**src/rtl/core/bma_pkg.sv**
```systemverilog
// bma_pkg: shared widths, divider constants, reset values, register codes and divider request type
// for the boxcar moving average block; no dependencies
package bma_pkg;

  localparam int SAMPLE_W  = 32;
  localparam int WSIZE_W   = 8;
  localparam int SUM_W     = 40;
  localparam int ADDR_W    = 3;
  localparam int DATA_W    = 32;

  // quotient bits retired per divider pass
  localparam int DIV_STEPS  = 4;
  localparam int DIV_CYCLES = SUM_W / DIV_STEPS;
  localparam int DIV_CNT_W  = $clog2(DIV_CYCLES);

  localparam logic [WSIZE_W-1:0]  WSIZE_RESET = 8'd128;
  localparam logic [SAMPLE_W-1:0] FILL_RESET  = 32'd0;

  typedef enum logic [0:0] {
    REG_WINDOW_SIZE = 1'b0,
    REG_FILL_WORD   = 1'b1
  } reg_idx_t;

  typedef struct packed {
    logic signed [SUM_W-1:0] dividend;
    logic [WSIZE_W-1:0]      divisor;
  } div_req_t;

endpackage

```
**src/rtl/core/bma_cell.sv**
```systemverilog
// bma_cell: one slot of the sample delay line
// loads the fill value, takes the new sample or passes its neighbor's value down
// depends on bma_pkg
module bma_cell (
  input  logic                       clk,
  input  logic                       load,
  input  logic                       shift,
  input  logic                       inject,
  input  logic signed [bma_pkg::SAMPLE_W-1:0] fill,
  input  logic signed [bma_pkg::SAMPLE_W-1:0] sample,
  input  logic signed [bma_pkg::SAMPLE_W-1:0] from_next,
  output logic signed [bma_pkg::SAMPLE_W-1:0] q
);
  import bma_pkg::*;

  always_ff @(posedge clk) begin
    if (load) begin
      q <= fill;
    end else if (shift) begin
      q <= inject ? sample : from_next;
    end
  end

endmodule

```
**config.mk**
```make
export PLATFORM = sky130hd
export DESIGN_NAME = bma_cell
export DESIGN_NICKNAME = d
export VERILOG_FILES = /design/src/rtl/core/bma_pkg.sv /design/src/rtl/core/bma_cell.sv
export SDC_FILE = /design/constraint.sdc
export NUM_CORES = 1
export LEC_CHECK = 0
export BUFFER_PORTS_ARGS = -buffer_cell sky130_fd_sc_hd__buf_2
export CAP_MARGIN = 40
export CORE_UTILIZATION = 39
export CTS_CLUSTER_SIZE = 8
export DETAILED_ROUTE_END_ITERATION = 8
export HOLD_SLACK_MARGIN = 0.08
export PLACE_DENSITY = 0.84
export SLEW_MARGIN = 20
export SYNTH_ARGS = -nofsm -noshare
export SYNTH_HDL_FRONTEND = slang
export SYNTH_SLANG_ARGS = --single-unit
```
**constraint.sdc**
```tcl
create_clock -name clk -period 1.71 [get_ports clk]
set_clock_uncertainty 0.2 [all_clocks]
set_input_delay 0.0855 -clock clk [delete_from_list [all_inputs] [get_ports clk]]
set_output_delay 0.0855 -clock clk [all_outputs]
set_load 0.01 [all_outputs]
```
Word level (Yosys, flattened, before mapping)
Index checks and enable logic that the tools add are counted.
- multiplexer cells: 3
- reduce and logical (&&, ||, !) cells: 1
- operator list (cell ; number):
    32-bit 2-to-1 mux ; 3
    2-bit nonzero test ; 1
- register bits after elaboration: 32
- bits of input ports: 100
- output and inout port bits: 32
- logic and storage cells: 5

Depth between registers and ports, before layout
- word-level depth: 3
- gate-level depth with buffers: 4

Worst setup path before layout
No wires, ideal clock.
- kind: input -> register
- from: input port load
- to: register q[0] in the netlist's numbering (enable)
- arrival time: 0.705 ns
- data required time: 1.135 ns
- slack: 0.431 ns
- stages: 2
- cell sequence: buf_2 or2_2
- word-level cells in the longest chain between the ends: 1
- ends and longest elaborated chain (what ; line ; RTL):
    from (decl) ; bma_cell.sv:6 ; input logic load,
    2-bit nonzero test (no line) ; - ;
    to (signal assigned) ; bma_cell.sv:18 ; q <= fill;
    to (signal assigned) ; bma_cell.sv:20 ; q <= inject ? sample : from_next;
    to (decl) ; bma_cell.sv:12 ; output logic signed [bma_pkg::SAMPLE_W-1:0] q
No other way between the ends.
A chain may end at the register's enable or synchronous reset.

Worst setup path in the final report
- from: input port fill[31] in the netlist's numbering
- to: register q[31] in the netlist's numbering (data pin)
- word-level cells in the longest chain between the ends: 1
- ends and longest elaborated chain (what ; line ; RTL):
    from (decl) ; bma_cell.sv:9 ; input logic signed [bma_pkg::SAMPLE_W-1:0] fill,
    32-bit 2-to-1 mux ; bma_cell.sv:17 ; if (load) begin
No other way between the ends.

==> out/metrics.cfg <==
[sta]
fmax_ghz=0.607
setup_viol=0
fin_ws_ns=0.0618
fin_crit_sh_pct=96.4
hold_viol=0
worst_pin_slew_ns=0.759
rsz0062_at_grt=no
drv_slew=0
slew_headroom_pct=49.4
min_period_ns=1.65
setup_tns_ns=0

[routing]
m1WireLength_um=1680
drt-total-wl_um=4640
dr.pass1.iters=4
vias=1764
highest_layer=met4
postRouteAntennaNets=0
wl_per_cell_um=12.1
drc_errors=0
drt-initial-drc-count=108
met2_wirelength_um=2630
met3_length_um=277
viasPerCell=4.61

[floorplan]
rows=23
die_y_um=67.5
initial_core_util_pct=41.2
io_pins=132
core_area_sq_um=4060
fp.dieArea_sq_um=4560
fp.dieW_um=67.5

[power_and_ir_drop]
combinationalPowerShare_pct=27.0
seqPwrFrac_pct=47.6
powerDensity_nw_per_um2=690
p_total_mw=2.09
pwr-share-clk_pct=25.5
p_leak_nw=1.49
swShare_pct=24.5
power_switching_mw=0.512
internal-power_mw=1.58
ir_worst_vdd_mv=0.425

[clock_network]
ctsRootBufferMaster=clkbuf_8
cts_tree=built
numCtsBuffers=5
cts-resized-gates=0
clkTransAtPathRegs_ns=0.06
postCtsSetupBuffers=0
cts.sinks=32
h-tree-depth=2
clk_path_buf_depth=2

[run]
max_cap_violations=0

[setup_path]
critical_path_class=input pin to flop
cp-end-kind=flop
worstPathMaxFanout=1
worst-endpoint-required_ns=1.53
cp_top_family=buffers and inverters
crit_path_frequent_cell=dlygate4sd3_1
cp_data_arrival_time_ns=1.47
crit_buf_inv=3
cp_cell_sequence=dlygate4sd3_1 -> buf_2 -> nand2_1 -> o21ai_0 -> dlygate4sd3_1
critPathSlowestCell=dlygate4sd3_1
crit_path_max_incr_delay_ns=0.57
start_kind=input pin

[cells_and_area]
drive_gt1_share_pct=42.0
largest-register=q
biggestRegsByFlops=q x32
largest_reg_flops=32
layout_common_cells=buf_2 (131), dlygate4sd3_1 (64), mux2i_1 (32), nand2_1 (32), edfxtp_1 (32)
final_common_cell=buf_2
final_nets=433
n_antenna_cell=0
final_area_sq_um=3030
syn2layout_area_growth_pct=81.2
seqCellArea_sq_um=961
n_fill_cell=292
multi_input_area_sq_um=607

[hold_path]
hold_path.class=input pin to flop

[placement]
pre_cts_slack_ns=0.305
numPortBuffers=131
place_area_sq_um=2310
gp_congestion=0.708

[run_status]
outcome=finished, final reports clean

[yosys]
synth_area_leaders=edfxtp_1 (57%), mux2i_1 (19%), o21ai_1 (9.0%)
synth.distinct_cells=10
ys_ff_latch=32
synth_top_area_share_pct=57.4
yosys.area.top_type=edfxtp_1
yosys_warnings=0
synth_area_sq_um=1670
yosysSeqAreaShare_pct=57.4
netlist_instances=140
syn-num-nets=240
synth.avg_cell_area_sq_um=11.9

[global_route]
grtUsageTotal_pct=20.7
grt_pass1_wl_um=6890
overflow=0
grt_pass1_vias=1658
grt_antenna_before_repair=0
grt_max_degree=65

repair_timing:
item	4_1_cts	5_1_grt
setup endpoints to repair	0	0
hold buffers	64	0
endpoints found under the hold margin	32	0
layout make-up:
type                       count  share of cell area [%]
multi-input combinational     97                    20.0
clock inverter                 1                   0.165
sequential                    32                    31.7
tap                           50                    2.06
clock buffer                   6                    2.39
timing repair buffer         197                    43.7
cells in the mapped netlist, drive strengths merged:
cell type / count
edfxtp: 32
mux2i: 32
nand2: 32
o21ai: 32
buf: 10
clkbuf: 1
or2: 1
power groups by stage:
stage                     sequential (mW)  clock (mW)  combinational [mW]
after CTS                           0.995       0.556               0.560
final                               0.994       0.532               0.564
after detailed placement             1.01           0               0.413
after global placement               1.00           0               0.401
after floorplan                      1.06           0               0.154
after global routing                 1.00       0.580               0.614
logic make-up after synthesis:
logic type	after synthesis	share of synthesized area, %
muxes	32	19.1
and+or+nand+nor	33	7.55
buffers and inverters	11	6.28
DFF	32	57.4
AOI/OAI and AO/OA	32	9.57
per-stage QoR:
stage,utilization (%),hold WS [ns],instances
2_1_floorplan,-,0.0767,140
3_3_place_gp,57.0,0.164,312
3_5_place_dp,57.0,0.175,312
4_1_cts,74.7,0.467,383
5_1_grt,74.7,0.492,383
6_report,74.7,0.482,383
routing by layer:
metal  vias to the layer above  track usage [%]
met5                         -                0
met4                         0             7.71
met3                         7             5.24
met2                        77             41.7
met1                       789             19.3
li1                        891                -
path summary, 6_finish.rpt:
| path | start | to | slack [ns] | cells after the start |
|---|---|---|---|---|
| worst max-delay path | fill[31] | q[31] | 0.06 | 5 |
| worst min-delay path | from_next[16] | q[16] | 0.48 | 4 |
worst min-delay path, cell delays in order:
cell and delay (ns):
buf_2 0.07, mux2i_1 0.05, o21ai_1 0.10, dlygate4sd3_1 0.54
Power figures use the tool's default switching activity.
