$ cat config.mk
export PLATFORM = sky130hd
export DESIGN_NAME = bma_div
export DESIGN_NICKNAME = d
export VERILOG_FILES = /design/src/rtl/core/bma_pkg.sv /design/src/rtl/core/bma_div.sv
export SDC_FILE = /design/constraint.sdc
export NUM_CORES = 1
export LEC_CHECK = 0
export ABC_CLOCK_PERIOD_IN_PS = 9920
export BUFFER_PORTS_ARGS = -buffer_cell sky130_fd_sc_hd__buf_2
export CAP_MARGIN = 30
export CORE_MARGIN = 2
export CORE_UTILIZATION = 55
export DETAILED_ROUTE_END_ITERATION = 8
export PLACE_DENSITY = 0.81
export SETUP_SLACK_MARGIN = 0.02
export SKIP_LAST_GASP = 1
export SLEW_MARGIN = 5
export SYNTH_ARGS = -nofsm -noshare
export SYNTH_HDL_FRONTEND = slang
export SYNTH_SLANG_ARGS = --single-unit
$ cat constraint.sdc
create_clock -name clk -period 9.92 [get_ports clk]
set_input_delay 1.488 -clock clk [delete_from_list [all_inputs] [get_ports clk]]
set_output_delay 1.488 -clock clk [all_outputs]
set_load 0.02 [all_outputs]
$ cat src/rtl/core/bma_pkg.sv
// bma_pkg: shared widths, divider constants, reset values, register codes and divider request type
// for the boxcar moving average block; no dependencies
package bma_pkg;

  localparam int SAMPLE_W  = 32;
  localparam int WSIZE_W   = 8;
  localparam int SUM_W     = 40;
  localparam int ADDR_W    = 3;
  localparam int DATA_W    = 32;

  // quotient bits retired per divider pass
  localparam int DIV_STEPS  = 4;
  localparam int DIV_CYCLES = SUM_W / DIV_STEPS;
  localparam int DIV_CNT_W  = $clog2(DIV_CYCLES);

  localparam logic [WSIZE_W-1:0]  WSIZE_RESET = 8'd128;
  localparam logic [SAMPLE_W-1:0] FILL_RESET  = 32'd0;

  typedef enum logic [0:0] {
    REG_WINDOW_SIZE = 1'b0,
    REG_FILL_WORD   = 1'b1
  } reg_idx_t;

  typedef struct packed {
    logic signed [SUM_W-1:0] dividend;
    logic [WSIZE_W-1:0]      divisor;
  } div_req_t;

endpackage

$ cat src/rtl/core/bma_div.sv
// bma_div: iterative signed-by-unsigned divider, truncates toward zero
// restoring divide, DIV_STEPS quotient bits per cycle; depends on bma_pkg
module bma_div (
  input  logic                                clk,
  input  logic                                rst,
  input  logic                                start,
  input  bma_pkg::div_req_t                   req,
  output logic                                idle,
  output logic                                res_valid,
  input  logic                                res_ready,
  output logic signed [bma_pkg::SAMPLE_W-1:0] quotient
);
  import bma_pkg::*;

  typedef enum logic [2:0] {
    ST_IDLE = 3'b001,
    ST_RUN  = 3'b010,
    ST_DONE = 3'b100
  } div_state_t;

  div_state_t           state;
  logic [DIV_CNT_W-1:0] cnt;
  logic [SUM_W-1:0]     dvd;
  logic [SUM_W-1:0]     quo;
  logic [WSIZE_W-1:0]   rem;
  logic [WSIZE_W-1:0]   dsr;
  logic                 neg;

  logic [SUM_W-1:0]     mag;
  logic [SUM_W-1:0]     dvd_next;
  logic [SUM_W-1:0]     quo_next;
  logic [WSIZE_W-1:0]   rem_next;
  logic [WSIZE_W:0]     trial;
  logic [SAMPLE_W-1:0]  quo_lo;

  assign mag = req.dividend[SUM_W-1] ? ((~req.dividend) + SUM_W'(1)) : req.dividend;

  // DIV_STEPS restoring steps on a narrow remainder
  always_comb begin
    rem_next = rem;
    dvd_next = dvd;
    quo_next = quo;
    trial    = '0;
    for (int k = 0; k < DIV_STEPS; k++) begin
      trial    = {rem_next, dvd_next[SUM_W-1]};
      dvd_next = {dvd_next[SUM_W-2:0], 1'b0};
      if (trial >= {1'b0, dsr}) begin
        trial    = trial - {1'b0, dsr};
        quo_next = {quo_next[SUM_W-2:0], 1'b1};
      end else begin
        quo_next = {quo_next[SUM_W-2:0], 1'b0};
      end
      rem_next = trial[WSIZE_W-1:0];
    end
  end

  always_ff @(posedge clk) begin
    if (rst) begin
      state <= ST_IDLE;
      cnt   <= '0;
    end else begin
      case (state)
        ST_IDLE: begin
          if (start) begin
            state <= ST_RUN;
            cnt   <= '0;
          end
        end
        ST_RUN: begin
          cnt <= cnt + DIV_CNT_W'(1);
          if (cnt == DIV_CNT_W'(DIV_CYCLES - 1)) begin
            state <= ST_DONE;
          end
        end
        ST_DONE: begin
          if (res_ready) begin
            state <= ST_IDLE;
          end
        end
        default: begin
          state <= ST_IDLE;
        end
      endcase
    end
  end

  always_ff @(posedge clk) begin
    if (state == ST_IDLE && start) begin
      dvd <= mag;
      quo <= '0;
      rem <= '0;
      dsr <= req.divisor;
      neg <= req.dividend[SUM_W-1];
    end else if (state == ST_RUN) begin
      dvd <= dvd_next;
      quo <= quo_next;
      rem <= rem_next;
    end
  end

  assign quo_lo    = quo[SAMPLE_W-1:0];
  assign quotient  = neg ? ((~quo_lo) + SAMPLE_W'(1)) : quo_lo;
  assign idle      = (state == ST_IDLE);
  assign res_valid = (state == ST_DONE);

endmodule

* Word-level counts from Yosys, hierarchy flattened *
Cells that the tools add are included.

word-level totals
  output and inout port bits = 34
  register bits after elaboration = 96
  logic and storage cells = 50
  input port bits = 52

cells by class
  mux-type cells = 18
  equal/unequal tests = 7
  bitwise logic cells = 2
  reductions and logical operators = 5
  magnitude comparators = 4
  add/sub/neg operators = 7

operators by type and width
  operator                                                               count
  40-bit 2-to-1 mux                                                      3
  40-bit by 2-bit adder with 40-bit output, second input constant        1
  40-bit inverter                                                        1
  9-bit by 8-bit greater-or-equal comparator with 1-bit output           4
  32-bit by 1-bit adder with 32-bit output, second input constant        1
  32-bit 2-to-1 mux                                                      1
  8-bit 2-to-1 mux                                                       4
  32-bit inverter                                                        1
  8-bit subtractor                                                       4
  3-bit 2-to-1 mux                                                       3
  3-bit one-hot mux with 3 select lines                                  1
  4-bit one-hot mux with 2 select lines                                  1
  4-bit by 1-bit adder with 4-bit output, second input constant          1
  4-bit equality test, second input constant                             1
  1-bit 2-to-1 mux                                                       4
  4-bit 2-to-1 mux                                                       1
  2-bit != test, second input constant                                   2
  2-bit nonzero test                                                     2
  3-bit by 1-bit equality test with 1-bit output, second input constant  1
  3-bit by 2-bit equality test with 1-bit output, second input constant  1
  3-bit equality test, second input constant                             1
  3-bit AND reduction                                                    1
  2-bit by 1-bit != test with 1-bit output, second input constant        1
  2-bit AND reduction                                                    1
  1-bit logical AND                                                      1

* Longest topological paths before layout *
Gate-level depths: netlist (run 1).

  depth after elaboration = 8
  depth in mapped cells = 38
  mapped depth without buffers = 36

* Worst setup path after synthesis (run 1) *
Ideal clock, no wire load.

  path kind = register to register
  start point = register dsr[1]
  end point = register rem[4]
  setup time = 133 ps
  setup slack = 2163 ps
  required time = 9787 ps
  path buffers = 2
  cell stages (with the launch flop) = 37
  data arrival time = 7624 ps
  path through = edfxtp_1 inv_1 ha_1 a2111oi_2 nor3_1 nor4_1 clkbuf_1 nor2_1 a21oi_1 inv_1 ha_1 nor2b_1 o2111ai_1 a31oi_1 and2_1 nor2_1 mux2_2 inv_1 ha_1 nor2b_1 o31a_1 o21ai_0 a21boi_0 o31ai_1 nand3_1 a21oi_1 ha_1 a21o_1 a21oi_1 o211ai_1 o211ai_1 o21ai_0 a21o_1 a221oi_1 buf_4 mux2i_1 a21oi_1

on the way
  word-level cells in the longest chain between the ends = 8
  elaborated cells between the ends (all ways) = 12

RTL lines
  element                                                                                           RTL line                      RTL
  start, declared                                                                                   bma_div.sv:26                 logic [WSIZE_W-1:0] dsr;
  start signal, assigned                                                                            bma_div.sv:92                 dsr <= req.divisor;
  8-bit subtractor or 9-bit by 8-bit greater-or-equal comparator with 1-bit output (tied branches)  bma_div.sv:48, bma_div.sv:47
  8-bit 2-to-1 mux                                                                                  bma_div.sv:47                 if (trial >= {1'b0, dsr}) begin
  8-bit subtractor or 9-bit by 8-bit greater-or-equal comparator with 1-bit output (tied branches)  bma_div.sv:48, bma_div.sv:47
  8-bit 2-to-1 mux                                                                                  bma_div.sv:47
  8-bit subtractor or 9-bit by 8-bit greater-or-equal comparator with 1-bit output (tied branches)  bma_div.sv:48, bma_div.sv:47
  8-bit 2-to-1 mux                                                                                  bma_div.sv:47
  8-bit subtractor or 9-bit by 8-bit greater-or-equal comparator with 1-bit output (tied branches)  bma_div.sv:48, bma_div.sv:47
  8-bit 2-to-1 mux (*)                                                                              bma_div.sv:47
  end signal, assigned                                                                              bma_div.sv:97                 rem <= rem_next;
  end, declared                                                                                     bma_div.sv:25                 logic [WSIZE_W-1:0] rem;

Mark *: on every way between the ends. The rest lies on a longest branch, timed or not.
A chain may end at the register's enable or synchronous reset.

* Worst setup path after layout (run 1) *
  start point = register dsr[1]
  end point = register rem[7]

The elaborated chain is that of the path after synthesis.

==> run_results.csv, run 1 <==
group,metric,value,unit
setup_path,critPathLaunch,"dsr[1]",
logic_synthesis,synth_warnings,0,
place,dp_hpwl,11000,um
worst_hold_path,min_from,"quo[31]",
logic_synthesis,ys_seq_area_share,36.4,%
clocking,cts_resized,0,
setup_path,start_kind,"flop",
clocking,cts-root-buf,"clkbuf_16",
worst_hold_path,hold_class,"flop to flop",
logic_synthesis,avgSynthCellArea,8.73,um2
logic_synthesis,synth_most_common_cell,"nand2_1",
cells_and_area,fin_nets,921,
cells_and_area,final.fill_count,1011,
setup_path,timing.rr.start,"dsr[1]",
setup_path,r2r_end,"rem[7]",
setup_path,worst-path-buf-inv,4,
timing,maxSlewHeadroom,38.0,%
setup_path,cp-end-kind,"flop",
setup_path,crit_required,10.14,ns
global_route,grt_first_pass_wirelength,24700,um
global_route,grt_pass1_vias,5156,
drt,drt_pass1_iterations,5,
drt,wl,15000,um
place,gp_congestion,0.965,
clocking,clock_path_buffers,2,
logic_synthesis,synth_flop_cell,"edfxtp_1",
floorplan,core_area,11900,um2
timing,setup_slack,1.42,ns
place,placed_area,7150,um2
setup_path,ff2ff_setup_slack,1.42,ns
global_route,antenna_found_initial,0,
cells_and_area,multi_input_area,3970,um2
logic_synthesis,synth_largest_area_cell,"edfxtp_1",
floorplan,initial_utilization,55.8,%
timing,hold_viol_final,0,
cells_and_area,fin_area,7440,um2
drt,via_per_inst,5.83,
timing,tightestPinTransition,0.930,ns
power_and_ir_drop,power_density,393,nW/um2
timing,maxClockFrequency,118,MHz
cells_and_area,final-seq-area,2410,um2
timing,finClkSkew,0.00982,ns
setup_path,crit_top_cell,"ha_1",
clocking,cts.sinks,96,
run_status,status,"finished, final reports clean",
global_route,grt-ovfl-total,0,
timing,rsz0062_at_grt,"false",
floorplan,rows,40,
logic_synthesis,synth_cell_types,64,
floorplan,die_area,12900,um2
drt,detail-route-antenna-nets,0,
setup_path,cp_top_family,"compound AO/OA/AOI/OAI gates",
setup_path,path_depth,35,
logic_synthesis,synth_area,6620,um2
logic_synthesis,async_reset_ff_share,0,%
setup_path,arrival,8.72,ns
drt,route.detailed.drc,0,
timing,maxSlewViolCount,0,
timing,period_minus_slack,8.50,ns
place,dp_slack,1.52,ns
logic_synthesis,synth_area_leaders,"edfxtp_1 (22%), dfxtp_1 (14%), nand2_1 (7.5%)",
clocking,hold_buffers,0,
clocking,h-tree-depth,3,
floorplan,die_x,114,um
drt,vias,5723,
power_and_ir_drop,vdd_drop_max,0.000252,V
logic_synthesis,synth-edff-count,49,
drt,wl_per_cell,15.3,um
logic_synthesis,syn-instance-count,759,
clocking,cts_tree,"built",
setup_path,slowest_delay,0.46,ns
setup_path,crit_fanout,10,
clocking,clkTransAtPathRegs,0.07,ns
timing,tns,0,ns
clocking,cts_inserted_buffers,9,
floorplan,ios,86,
logic_synthesis,ys_ff_latch,96,
setup_path,worstSetupEndpoint,"rem[7]",
timing,setup_viol,0,
floorplan,fp.dieH,114,um
power_and_ir_drop,leakagePower,3.09,nW
setup_path,rr_worst_depth,35,
setup_path,crit_slowest_cell,"edfxtp_1",
global_route,grt_start_max_net_pins,86,
setup_path,criticalPathCategory,"flop to flop",
clocking,post_cts_buffers,0,
cells_and_area,drive_above_1_share,16.3,%
global_route,grt_usage,23.7,%
clocking,clk_latency,0.36,ns
timing,final.period_utilization,85.7,%
logic_synthesis,synthTopCellsByCount,"nand2_1 (133), o21ai_0 (89), edfxtp_1 (49)",
cells_and_area,diodes,0,
cells_and_area,area_growth,12.4,%
logic_synthesis,netlist.area_leader.share,22.2,%
drt,drt_iter0_markers,372,
run,cap_violations,0,
place,numPortBuffers,85,
logic_synthesis,synth_nets,851,
kinds of logic (layout without fill, tap and decap cells):
| kind of cell | Yosys count | after routing | share of synthesized area, % |
|---|---|---|---|
| multiplexers | 23 | 23 | 3.72 |
| buffers and inverters | 63 | 138 | 3.80 |
| adder cells (fa/ha/maj) | 40 | 40 | 8.01 |
| AO/OA/AOI/OAI | 204 | 204 | 19.1 |
| AND/OR/NAND/NOR | 249 | 249 | 17.8 |
| XOR/XNOR | 84 | 84 | 11.1 |
| flip-flops | 96 | 96 | 36.4 |
how the worst min path moves through the flow:
stage	cells after the start	endpoint
floorplan	2	cnt[3]
global placement	2	quo[31]
detailed placement	2	quo[31]
CTS	2	quo[31]
global route	2	cnt[3]
finish	2	quo[31]
final cells by class:
cell class | count | share of cell area (%)
Multi-Input combinational cell | 600 | 53.3
Timing Repair Buffer | 91 | 6.32
Clock buffer | 10 | 3.21
Clock inverter | 6 | 0.706
Tap cell | 147 | 2.47
Sequential cell | 96 | 32.4
Inverter | 31 | 1.56
layer usage:
metal,vias up,track usage [%],wire [um]
met3,20,3.99,788
met5,-,0,0
met4,0,7.80,260
met1,2663,32.3,6700
met2,148,38.8,7230
li1,2892,-,-
state kept, by name, indices dropped and copies added (netlist names):
name / flops
neg: 1
quo: 32
state: 3
dvd: 40
rem: 8
cnt: 4
dsr: 8
report_power, final:
group          switching, mW  internal (mW)  total (mW)
combinational           1.14          0.922        2.06
clock                  0.160          0.180       0.340
sequential            0.0364          0.490       0.526
per-stage QoR:
| step | std cells | hold slack [ns] | utilization, % | power [mW] |
|---|---|---|---|---|
| global route | 981 | 0.500 | 62.7 | 3.16 |
| CTS | 981 | 0.485 | 62.7 | 2.92 |
| global placement | 965 | 0.460 | 60.3 | 2.54 |
| detailed placement | 965 | 0.475 | 60.3 | 2.57 |
| floorplan | 759 | 0.446 | - | 2.16 |
| finish | 981 | 0.480 | 62.7 | 2.93 |
placed cells by master (no fill, tap or decap), drive strengths merged, types with 4 or more instances in the layout:
cell type and instances:
nand2 133, o21ai 106, buf 91, edfxtp 49
dfxtp 47, xnor2 43, xor2 41, ha 36
inv 33, nor2 29, o31ai 22, a21oi 21
nor3 16, or3 14, mux2 13, o41ai 11
or4 11, nand3 10, mux2i 10, clkbuf 10
o21a 7, nand4 7, nor2b 6, a21o 6
nor4 6, nand2b 5, o21bai 4, fa 4
clkinv 4
worst reg2reg max path, delay by kind of cell, from the launching register on:
| kind | cells | cell delay (ns) |
|---|---|---|
| compound gates | 17 | 3.30 |
| buf+inv | 4 | 0.83 |
| fa+ha+maj | 4 | 1.20 |
| mux | 2 | 0.69 |
| simple gates | 8 | 1.89 |
| flops | 1 | 0.46 |
(Power assumes the default switching activity.)
==> run 2, diff against run 1 <==
--- a/config.mk
+++ b/config.mk
@@ -5,7 +5,7 @@
 export SDC_FILE = /design/constraint.sdc
 export NUM_CORES = 1
 export LEC_CHECK = 0
-export ABC_CLOCK_PERIOD_IN_PS = 9920
+export ABC_CLOCK_PERIOD_IN_PS = 8500
 export BUFFER_PORTS_ARGS = -buffer_cell sky130_fd_sc_hd__buf_2
 export CAP_MARGIN = 30
 export CORE_MARGIN = 2
==> constraint.sdc (replaced) <==
create_clock -name clk -period 8.5 [get_ports clk]
set_input_delay 1.275 -clock clk [delete_from_list [all_inputs] [get_ports clk]]
set_output_delay 1.275 -clock clk [all_outputs]
set_load 0.02 [all_outputs]
==> run_results.csv, run 2 (same netlist as run 1, synthesis figures left out) <==
group,metric,value,unit
setup_path,crit_slowest_cell,"or4_1",
cells_and_area,largest_register_ffs,40,
setup_path,timing.rr.start,"dsr[0]",
timing,finClkSkew,0.00660,ns
clocking,post_cts_buffers,0,
worst_hold_path,hold_class,"flop to flop",
timing,final.period_utilization,94.6,%
timing,maxSlewHeadroom,38.1,%
cells_and_area,most-common-layout-cells,"nand2_1 (132), o21ai_0 (88), buf_2 (85), edfxtp_1 (49), dfxtp_1 (47)",
setup_path,criticalPathCategory,"flop to flop",
timing,maxSlewViolCount,0,
power_and_ir_drop,vdd_drop_max,0.000223,V
power_and_ir_drop,power.total,3.58,mW
setup_path,worst-path-buf-inv,3,
timing,period_minus_slack,8.04,ns
drt,wl,15200,um
floorplan,fp.dieH,114,um
place,placed_area,7180,um2
drt,via_per_inst,5.80,
cells_and_area,final-seq-area,2410,um2
global_route,grt_start_max_net_pins,86,
global_route,grt-ovfl-total,0,
floorplan,core_area,11900,um2
timing,whs,0.477,ns
drt,wl_per_cell,15.4,um
setup_path,crit_top_cell,"ha_1",
timing,tightestPinTransition,0.928,ns
drt,drt_pass1_iterations,5,
run_status,status,"finished, final reports clean",
clocking,cts.sinks,96,
place,numPortBuffers,85,
clocking,cts_resized,0,
cells_and_area,largestRegisters,"dvd x40, quo x32",
clocking,cts-root-buf,"clkbuf_16",
floorplan,initial_utilization,55.8,%
cells_and_area,drive_above_1_share,17.9,%
cells_and_area,fin_area,7530,um2
worst_hold_path,min_from,"quo[31]",
floorplan,ios,86,
clocking,cts_inserted_buffers,9,
floorplan,die_area,12900,um2
setup_path,crit_fanout,7,
cells_and_area,mostFrequentLayoutCell,"nand2_1",
power_and_ir_drop,power_density,476,nW/um2
setup_path,start_kind,"flop",
place,dp_hpwl,11100,um
cells_and_area,final_util,63.5,%
setup_path,crit_required,8.70,ns
cells_and_area,diodes,0,
clocking,hold_buffers,0,
global_route,grt_usage,23.7,%
place,place_inst,969,
cells_and_area,multi_input_area,4030,um2
power_and_ir_drop,leakagePower,3.12,nW
global_route,grt_first_pass_wirelength,24600,um
global_route,antenna_found_initial,0,
drt,vias,5714,
cells_and_area,final.fill_count,1009,
cells_and_area,fin_nets,926,
cells_and_area,area_growth,13.7,%
clocking,cts_tree,"built",
drt,detail-route-antenna-nets,0,
setup_path,cp_top_family,"compound AO/OA/AOI/OAI gates",
timing,maxClockFrequency,124,MHz
setup_path,cp-end-kind,"flop",
clocking,clk_latency,0.35,ns
clocking,clkTransAtPathRegs,0.07,ns
global_route,grt_pass1_vias,5287,
run,cap_violations,0,
floorplan,rows,40,
timing,hold_viol_final,0,
drt,route.detailed.drc,0,
setup_path,arrival,8.24,ns
timing,setup_viol,0,
drt,drt_iter0_markers,322,
clocking,h-tree-depth,3,
floorplan,die_x,114,um
cells_and_area,layout.cells.non_filler,986,
clocking,clock_path_buffers,2,
setup_path,critPathLaunch,"dsr[0]",
place,gp_congestion,0.921,
setup_path,slowest_delay,0.56,ns
cells_and_area,top_register,"dvd",
## run 2: final timing paths
check	to	slack, ns	cells past startpoint
max	rem[3]	0.46	33
min	quo[31]	0.48	2
max reg2reg	rem[3]	0.46	33
min reg2reg	quo[31]	0.48	2
## run 2: area by class of cell
class                      count  share of cell area, %
clock buffer                  11                   3.22
clock inverter                 5                  0.498
inverter                      31                   1.55
multi-input combinational    600                   53.5
sequential                    96                   32.0
tap                          147                   2.44
timing repair buffer          96                   6.80
## run 2: tightest hold or removal path: cells and delay by family, from the launching register on
family | cells | cell delay [ns]
DFF | 1 | 0.32
AOI/OAI and AO/OA | 1 | 0.06
and+or+nand+nor | 1 | 0.05
## run 2: through the flow
stage                     TNS, ns  setup WS, ns
final                           0         0.458
after global routing      -0.0850       -0.0479
after CTS                       0         0.123
after detailed placement        0         0.179
after global placement          0         0.504
after floorplan                 0         0.743
## run 2: routing by layer
metal | share of wire, % | global-route usage, %
met5 | 0 | 0
met4 | 1.8 | 7.64
met3 | 4.1 | 4.94
met2 | 49 | 39.4
met1 | 45 | 31.1
## run 2: power breakdown
part           internal (mW)  total (mW)  switching [mW]
Sequential             0.572       0.612          0.0400
Combinational           1.15        2.58            1.43
Clock                  0.209       0.386           0.177
